<file path="src/rtl/utps_pkg.sv">
package utps_pkg;

  localparam int SEED_W  = 31;
  localparam int MULT_W  = 15;
  localparam int PROD_W  = SEED_W + MULT_W;
  localparam int COORD_W = 32;

  localparam logic [MULT_W-1:0]  PM_MULT = 15'd16807;
  localparam logic [SEED_W-1:0]  PM_MOD  = 31'h7FFF_FFFF;
  localparam logic [SEED_W-1:0]  SEED_RESET = 31'd1;
  localparam logic [COORD_W-1:0] Q31_ONE = 32'h8000_0000;

  localparam logic CMD_DRAW = 1'b0;
  localparam logic CMD_LOAD = 1'b1;

  localparam logic [1:0] LANE_A = 2'd0;
  localparam logic [1:0] LANE_B = 2'd1;
  localparam logic [1:0] LANE_C = 2'd2;

  typedef enum logic [2:0] {
    ST_IDLE,
    ST_MUL,
    ST_RED,
    ST_FOLD1,
    ST_FOLD2,
    ST_FOLD3,
    ST_DONE
  } state_t;

  typedef struct packed {
    logic in_valid;
    logic quick;
    logic out_free;
  } sts_t;

  typedef struct packed {
    logic       in_ready;
    logic       mul_en;
    logic       red_en;
    logic [1:0] lane;
    logic       fold1;
    logic       fold2;
    logic       fold3;
    logic       deliver;
  } ctl_t;

endpackage

</file>
<file path="src/rtl/utps_if.sv">
interface utps_in_if;
  import utps_pkg::*;
  logic              valid;
  logic              ready;
  logic              cmd;
  logic [SEED_W-1:0] seed_value;

  modport source (output valid, output cmd, output seed_value, input ready);
  modport sink (input valid, input cmd, input seed_value, output ready);
endinterface

interface utps_out_if;
  import utps_pkg::*;
  logic               valid;
  logic               ready;
  logic [COORD_W-1:0] coord_r;
  logic [COORD_W-1:0] coord_s;
  logic [COORD_W-1:0] coord_t;
  logic               seed_error;

  modport source (output valid, output coord_r, output coord_s, output coord_t,
                  output seed_error, input ready);
  modport sink (input valid, input coord_r, input coord_s, input coord_t,
                input seed_error, output ready);
endinterface

</file>
<file path="src/rtl/utps_pm_unit.sv">
module utps_pm_unit (
  input  logic                        clk,
  input  logic                        mul_en,
  input  logic [utps_pkg::SEED_W-1:0] operand,
  output logic [utps_pkg::SEED_W-1:0] result
);
  import utps_pkg::*;

  logic [PROD_W-1:0]  prod;
  logic [MULT_W-1:0]  prod_hi;
  logic [SEED_W-1:0]  prod_lo;
  logic [SEED_W:0]    fold_sum;

  // registered product, reduced on the next cycle
  always_ff @(posedge clk) begin
    if (mul_en) begin
      prod <= operand * PM_MULT;
    end
  end

  // 2^31 == 1 mod 2^31-1
  assign prod_hi  = prod[PROD_W-1:SEED_W];
  assign prod_lo  = prod[SEED_W-1:0];
  assign fold_sum = {1'b0, prod_lo} + {{(SEED_W+1-MULT_W){1'b0}}, prod_hi};

  always_comb begin
    if (fold_sum >= {1'b0, PM_MOD}) begin
      result = SEED_W'(fold_sum - {1'b0, PM_MOD});
    end else begin
      result = fold_sum[SEED_W-1:0];
    end
  end

endmodule

</file>
<file path="src/rtl/utps_ctrl.sv">
module utps_ctrl (
  input  logic           clk,
  input  logic           rst,
  input  utps_pkg::sts_t sts,
  output utps_pkg::ctl_t ctl
);
  import utps_pkg::*;

  state_t     state;
  state_t     state_next;
  logic [1:0] lane;
  logic [1:0] lane_next;

  always_ff @(posedge clk) begin
    if (rst) begin
      state <= ST_IDLE;
      lane  <= LANE_A;
    end else begin
      state <= state_next;
      lane  <= lane_next;
    end
  end

  always_comb begin
    state_next = state;
    lane_next  = lane;
    unique case (state)
      ST_IDLE: begin
        lane_next = LANE_A;
        if (sts.in_valid) begin
          state_next = sts.quick ? ST_DONE : ST_MUL;
        end
      end
      ST_MUL:   state_next = ST_RED;
      ST_RED: begin
        if (lane == LANE_C) begin
          state_next = ST_FOLD1;
        end else begin
          state_next = ST_MUL;
          lane_next  = lane + 2'd1;
        end
      end
      ST_FOLD1: state_next = ST_FOLD2;
      ST_FOLD2: state_next = ST_FOLD3;
      ST_FOLD3: state_next = ST_DONE;
      ST_DONE: begin
        if (sts.out_free) begin
          state_next = ST_IDLE;
        end
      end
      default:  state_next = ST_IDLE;
    endcase
  end

  always_comb begin
    ctl          = '0;
    ctl.lane     = lane;
    ctl.in_ready = (state == ST_IDLE);
    ctl.mul_en   = (state == ST_MUL);
    ctl.red_en   = (state == ST_RED);
    ctl.fold1    = (state == ST_FOLD1);
    ctl.fold2    = (state == ST_FOLD2);
    ctl.fold3    = (state == ST_FOLD3);
    ctl.deliver  = (state == ST_DONE) && sts.out_free;
  end

endmodule

</file>
<file path="src/rtl/uniform_tetrahedron_point_sampler.sv">
// channel   dir  payload                                  transaction
// cmd_ch    in   cmd, seed_value                          one command
// point_ch  out  coord_r, coord_s, coord_t, seed_error    one result per command
//
// draw: three seed advances, each a multiply and a reduce step through the one shared
//   31x15 modular multiplier, then fold steps FOLD1 to FOLD3 and the done state, which
//   loads the output register; no new command is taken until the block is idle again
// load, or draw with a zero seed: goes straight from idle to the done state
// reset sets the seed to one and empties the output register
// a stalled result holds the block in its done state; cmd_ch ready stays low
module uniform_tetrahedron_point_sampler (
  input logic       clk,
  input logic       rst,
  utps_in_if.sink   cmd_ch,
  utps_out_if.source point_ch
);
  import utps_pkg::*;

  sts_t sts;
  ctl_t ctl;

  logic [SEED_W-1:0]  seed;
  logic [SEED_W-1:0]  pm_result;
  logic [COORD_W-1:0] a;
  logic [COORD_W-1:0] b;
  logic [COORD_W-1:0] c;
  logic               err;
  logic [COORD_W:0]   sum_ab;
  logic               flag_bc;
  logic               flag_abc;
  logic               out_valid;
  logic               in_fire;

  logic [COORD_W+1:0] f1_ab;
  logic [COORD_W+1:0] f2_ab;
  logic [COORD_W+1:0] f2_bc;
  logic [COORD_W+1:0] f2_abc;
  logic [COORD_W+1:0] f3_abc;
  logic [COORD_W+1:0] one_x;

  assign in_fire      = cmd_ch.valid && ctl.in_ready;
  assign cmd_ch.ready = ctl.in_ready;

  assign sts.in_valid = cmd_ch.valid;
  assign sts.quick    = (cmd_ch.cmd == CMD_LOAD) || (seed == '0);
  assign sts.out_free = !out_valid || point_ch.ready;

  utps_ctrl u_ctrl (
    .clk (clk),
    .rst (rst),
    .sts (sts),
    .ctl (ctl)
  );

  utps_pm_unit u_pm (
    .clk     (clk),
    .mul_en  (ctl.mul_en),
    .operand (seed),
    .result  (pm_result)
  );

  assign one_x  = {2'b00, Q31_ONE};
  assign f1_ab  = {2'b00, a} + {2'b00, b};
  assign f2_ab  = {2'b00, a} + {2'b00, b};
  assign f2_bc  = {2'b00, b} + {2'b00, c};
  assign f2_abc = f2_ab + {2'b00, c};
  assign f3_abc = {1'b0, sum_ab} + {2'b00, c};

  always_ff @(posedge clk) begin
    if (rst) begin
      seed <= SEED_RESET;
    end else if (in_fire && (cmd_ch.cmd == CMD_LOAD)) begin
      seed <= (cmd_ch.seed_value == PM_MOD) ? '0 : cmd_ch.seed_value;
    end else if (ctl.red_en) begin
      seed <= pm_result;
    end
  end

  // sample and fold datapath
  always_ff @(posedge clk) begin
    if (in_fire) begin
      a   <= '0;
      b   <= '0;
      c   <= '0;
      err <= (cmd_ch.cmd == CMD_DRAW) && (seed == '0);
    end else if (ctl.red_en) begin
      unique case (ctl.lane)
        LANE_A:  a <= {1'b0, pm_result};
        LANE_B:  b <= {1'b0, pm_result};
        default: c <= {1'b0, pm_result};
      endcase
    end else if (ctl.fold1) begin
      if (f1_ab > one_x) begin
        a <= Q31_ONE - a;
        b <= Q31_ONE - b;
      end
    end else if (ctl.fold2) begin
      sum_ab   <= f2_ab[COORD_W:0];
      flag_bc  <= f2_bc > one_x;
      flag_abc <= f2_abc > one_x;
    end else if (ctl.fold3) begin
      priority if (flag_bc) begin
        c <= Q31_ONE - sum_ab[COORD_W-1:0];
        b <= Q31_ONE - c;
      end else if (flag_abc) begin
        c <= COORD_W'(f3_abc - one_x);
        a <= COORD_W'(one_x - {2'b00, b} - {2'b00, c});
      end
    end
  end

  // output register
  always_ff @(posedge clk) begin
    if (rst) begin
      out_valid <= 1'b0;
    end else if (ctl.deliver) begin
      out_valid <= 1'b1;
    end else if (point_ch.ready) begin
      out_valid <= 1'b0;
    end
  end

  always_ff @(posedge clk) begin
    if (ctl.deliver) begin
      point_ch.coord_r    <= a;
      point_ch.coord_s    <= b;
      point_ch.coord_t    <= c;
      point_ch.seed_error <= err;
    end
  end

  assign point_ch.valid = out_valid;

endmodule

</file>
<file path="src/flat_wrapper.sv">
// flat-port wrapper written by rule: the top's interface ports become plain ports
module uniform_tetrahedron_point_sampler_flat import utps_pkg::*;
  (clk, rst, cmd_ch_valid, cmd_ch_cmd, cmd_ch_seed_value, cmd_ch_ready, point_ch_valid, point_ch_coord_r, point_ch_coord_s, point_ch_coord_t, point_ch_seed_error, point_ch_ready);
  utps_in_if cmd_ch_i ();
  utps_out_if point_ch_i ();
  input logic clk;
  input logic rst;
  input wire logic [$bits(cmd_ch_i.valid)-1:0] cmd_ch_valid;
  input wire logic [$bits(cmd_ch_i.cmd)-1:0] cmd_ch_cmd;
  input wire logic [$bits(cmd_ch_i.seed_value)-1:0] cmd_ch_seed_value;
  output wire logic [$bits(cmd_ch_i.ready)-1:0] cmd_ch_ready;
  output wire logic [$bits(point_ch_i.valid)-1:0] point_ch_valid;
  output wire logic [$bits(point_ch_i.coord_r)-1:0] point_ch_coord_r;
  output wire logic [$bits(point_ch_i.coord_s)-1:0] point_ch_coord_s;
  output wire logic [$bits(point_ch_i.coord_t)-1:0] point_ch_coord_t;
  output wire logic [$bits(point_ch_i.seed_error)-1:0] point_ch_seed_error;
  input wire logic [$bits(point_ch_i.ready)-1:0] point_ch_ready;
  assign cmd_ch_i.valid = cmd_ch_valid;
  assign cmd_ch_i.cmd = cmd_ch_cmd;
  assign cmd_ch_i.seed_value = cmd_ch_seed_value;
  assign cmd_ch_ready = cmd_ch_i.ready;
  assign point_ch_valid = point_ch_i.valid;
  assign point_ch_coord_r = point_ch_i.coord_r;
  assign point_ch_coord_s = point_ch_i.coord_s;
  assign point_ch_coord_t = point_ch_i.coord_t;
  assign point_ch_seed_error = point_ch_i.seed_error;
  assign point_ch_i.ready = point_ch_ready;
  uniform_tetrahedron_point_sampler u_core (.clk(clk), .rst(rst), .cmd_ch(cmd_ch_i), .point_ch(point_ch_i));
endmodule
</file>
<file path="config.mk">
export PLATFORM = sky130hd
export DESIGN_NAME = uniform_tetrahedron_point_sampler_flat
export DESIGN_NICKNAME = d
export VERILOG_FILES = /design/src/rtl/utps_pkg.sv /design/src/rtl/utps_if.sv /design/src/rtl/utps_pm_unit.sv /design/src/rtl/utps_ctrl.sv /design/src/rtl/uniform_tetrahedron_point_sampler.sv /design/src/flat_wrapper.sv
export SDC_FILE = /design/constraint.sdc
export NUM_CORES = 2
export LEC_CHECK = 0
export BUFFER_PORTS_ARGS = -buffer_cell sky130_fd_sc_hd__buf_2
export CAP_MARGIN = 10
export CORE_MARGIN = 5
export CORE_UTILIZATION = 65
export CTS_CLUSTER_DIAMETER = 150
export DETAILED_ROUTE_END_ITERATION = 8
export PLACE_DENSITY = 0.86
export SYNTH_ARGS = -nofsm -noshare
export SYNTH_HDL_FRONTEND = slang
export SYNTH_SLANG_ARGS = --single-unit
</file>
<file path="constraint.sdc">
create_clock -name clk -period 17.2 [get_ports clk]
set_input_delay 5.16 -clock clk [delete_from_list [all_inputs] [get_ports clk]]
set_output_delay 5.16 -clock clk [all_outputs]
set_load 0.05 [all_outputs]
</file>
==> implementation parameters <==
Parameter                              Value

Final layout
  Post-route insts no fill ... 4475
  Net count of the finished layout ... 4390
  Leading cell type in the layout, fill and taps excluded ... ha_1
  Layout overhead on the synthesized area ... 8.709%
  Fill cell total of the finished layout ... 3834
  Layout cells sized above 1 ... 7.759%
  Most used cells in the layout excluding fill and tap cells ... ha_1 (445), inv_1 (373), a21oi_1 (289)

Worst setup path
  Critical path capture point type ... output port
  Critical path type ... register to output port
  Req. time, crit path ... 12.04 ns
  Worst Path Arrival ... 2.06 ns
  Startpoint type of the worst setup path ... register
  CP max FO ... 21

Die
  Die Y-Extent ... 233.6 um
  I/O pin cnt ... 135
  Number of cell rows ... 82
  Die Area ... 54570 sq um
  Initial core utilization ... 65.31%
  Die Wd ... 233.6 um
  Core Region ... 49760 sq um

STA
  Shortest clock period the worst path allows after layout ... 7.218 ns
  Max Clk Rate ... 138.5 MHz
  Max_slew headroom ... 16.36%
  Setup repair after global routing missed its margin ... false
  Number of setup violations in the final report ... 0
  Post-route clock period utilization ... 41.97%
  Setup TNS Final ... 0 ns
  Worst Max-Slew Pin Slew ... 1.252 ns
  Number of pins exceeding their max-slew limit in the final report ... 0
  Worst clock skew ... 0.02228 ns
  Hold violation count in the final report ... 0

Route
  Via count ... 29949
  Initial DRC count ... 3246
  ANT nets after route ... 0
  Routed vias/inst ... 6.693
  Drt pass-1 iters ... 6
  DRC violations left ... 0
  Average routed wire per standard cell ... 23.77 um
  Post-Route WL ... 106400 um

Clock tree
  Number of hold buffers added after CTS ... 0
  Skew-Pair Late Insertion Delay ... 0.58 ns
  Bufs on Longest Clock Path ... 3
  CTS sink count ... 311
  Root buffer cell ... clkbuf_16
  Post-cts resize count ... 0
  Setup Fix Bufs, Post-CTS ... 0
  Clock tree from TritonCTS ... built
  Clock slew at the register clock pins of the worst setup and hold paths ... 0.06 ns
  Number of buffers added by the clock tree synthesis step ... 40
  Number of H-tree levels ... 2

GRT
  Number of global-route vias before repair ... 29091
  Initial antenna violation count ... 3
  First-pass GRT wire length ... 161600 um
  Maximum number of pins on one net before global-route repair ... 83
  Gr ovfl total ... 0
  GRT Overall Usage ... 38.26%

Placement
  Count of buffers inserted at the top-level ports ... 134
  Number of placed instances, taps included ... 4399
  DP HPWL ... 83570 um
  Final Wtd Congestion ... 1.031

Job
  Max-cap viol count ... 0

Pwr
  Peak supply drop ... 0.1023 mV
  Leakage power total ... 15.59 nW
  Total power divided by cell area ... 165.2 nW/um^2
  Tot Pwr ... 0.005838 W

Yosys
  Number of synthesized flops with an enable pin ... 178
  Gate Count Post-Synth ... 3670
  Share of synthesized registers carrying an async set or reset ... 0%
  Synth unique cells ... 93
  Average cell area after synthesis ... 8.855 sq um
  Flops & latches, synth ... 311
  Post-synthesis instance area ... 32500 sq um
  Mapped Nets ... 4290
  Number of warnings issued by yosys ... 0
  Sequential-to-total area share from yosys stat ... 24.64%
  Most used DFF post-synth ... edfxtp_1

Run status
  Run status ... completed

Min path
  Min-delay worst type ... register to register
[cells in the mapped netlist, types with 47 or more instances]
cell      instances  share of area, %
edfxtp_1        178                16
dfxtp_1         133               8.2
nand2_1         180               2.1
nand3_1          76               1.2
a211oi_1         85               2.0
inv_1           374               4.3
a21o_1           80               1.8
nor3_1          113               1.7
xor2_1           90               2.4
o21ai_0         161               2.5
xnor2_1         157               4.2
nand4_1          48              0.92
fa_1            139               8.6
clkbuf_1         94               1.1
a221oi_1         47               1.3
a21oi_1         290               4.5
nor2_1          265               3.1
ha_1            445                17
[where the power goes]
part           total, W  switching [W]  internal, W
combinational   0.00369        0.00222      0.00147
clock          0.000936       0.000357     0.000579
sequential      0.00122       0.000230     0.000986
[registers in the layout, summed over array words and instances, names as in the netlist, 2 cells and up]
| signal | flops |
|---|---|
| u_core.u_pm.prod | 46 |
| u_core.a | 32 |
| u_core.b | 32 |
| u_core.c | 32 |
| u_core.point_ch.coord_r | 32 |
| u_core.point_ch.coord_s | 32 |
| u_core.point_ch.coord_t | 32 |
| u_core.sum_ab | 32 |
| u_core.seed | 31 |
| u_core.u_ctrl.state | 3 |
| u_core.u_ctrl.lane | 2 |
[layout make-up]
type	instances	area, sq um	share of cell area [%]
antenna	1	2.502	0.007083
clock buffer	51	1104	3.124
clock inverter	23	349.1	0.9881
inverter	375	1408	3.984
multi-input combinational	2874	22690	64.23
sequential	311	8008	22.67
tap	672	840.8	2.380
timing repair buffer	168	925.9	2.621
[critical path, stage by stage (launching register included)]
cell and delay (ns):
dfxtp_1 0.29, buf_4 0.23, or3_1 0.45, inv_1 0.20, buf_2 0.31
[per-layer routing]
| metal | vias to the layer above | GRT usage (%) | routed length (um) |
|---|---|---|---|
| met4 | 2 | 23.49 | 7837 |
| met2 | 1704 | 62.15 | 48100 |
| met3 | 419 | 7.901 | 11030 |
| met5 | - | 0 | 13 |
| met1 | 14104 | 46.76 | 39410 |
| li1 | 13720 | - | - |
[worst paths after layout]
kind	from	endpoint	slack [ns]	depth (start not counted)
min	u_core.err	u_core.point_ch.seed_error	0.44	0
max reg2reg	u_core.seed[9]	u_core.u_pm.prod[32]	9.98	21
max	u_core.u_ctrl.state[0]	cmd_ch_ready	9.98	4
min reg2reg	u_core.err	u_core.point_ch.seed_error	0.44	0
[cell families (layout without fill, tap and decap cells)]
logic type	after synthesis	count (layout)	synth area share, %
AND/OR/NAND/NOR	975	975	15.18
AO/OA/AOI/OAI	1041	1041	21.31
multiplexers	27	27	0.8586
other	0	1	0
XOR/XNOR	247	247	6.657
adder cells (fa/ha/maj)	584	584	25.69
buffers and inverters	485	617	5.656
flip-flops	311	311	24.64
[metrics by stage]
stage / instance area [sq um] / hold WS, ns / setup slack, ns / util, %
after floorplan: 32500 / 0.4003 / 7.378 / -
after global placement: 33860 / 0.4329 / 9.686 / 68.04
after detailed placement: 33870 / 0.4430 / 9.636 / 68.06
after CTS: 35320 / 0.4369 / 9.972 / 70.98
after global routing: 35330 / 0.4530 / 9.727 / 70.99
final: 35330 / 0.4381 / 9.982 / 71.00
Note: power is estimated with default switching activity, not from simulation.
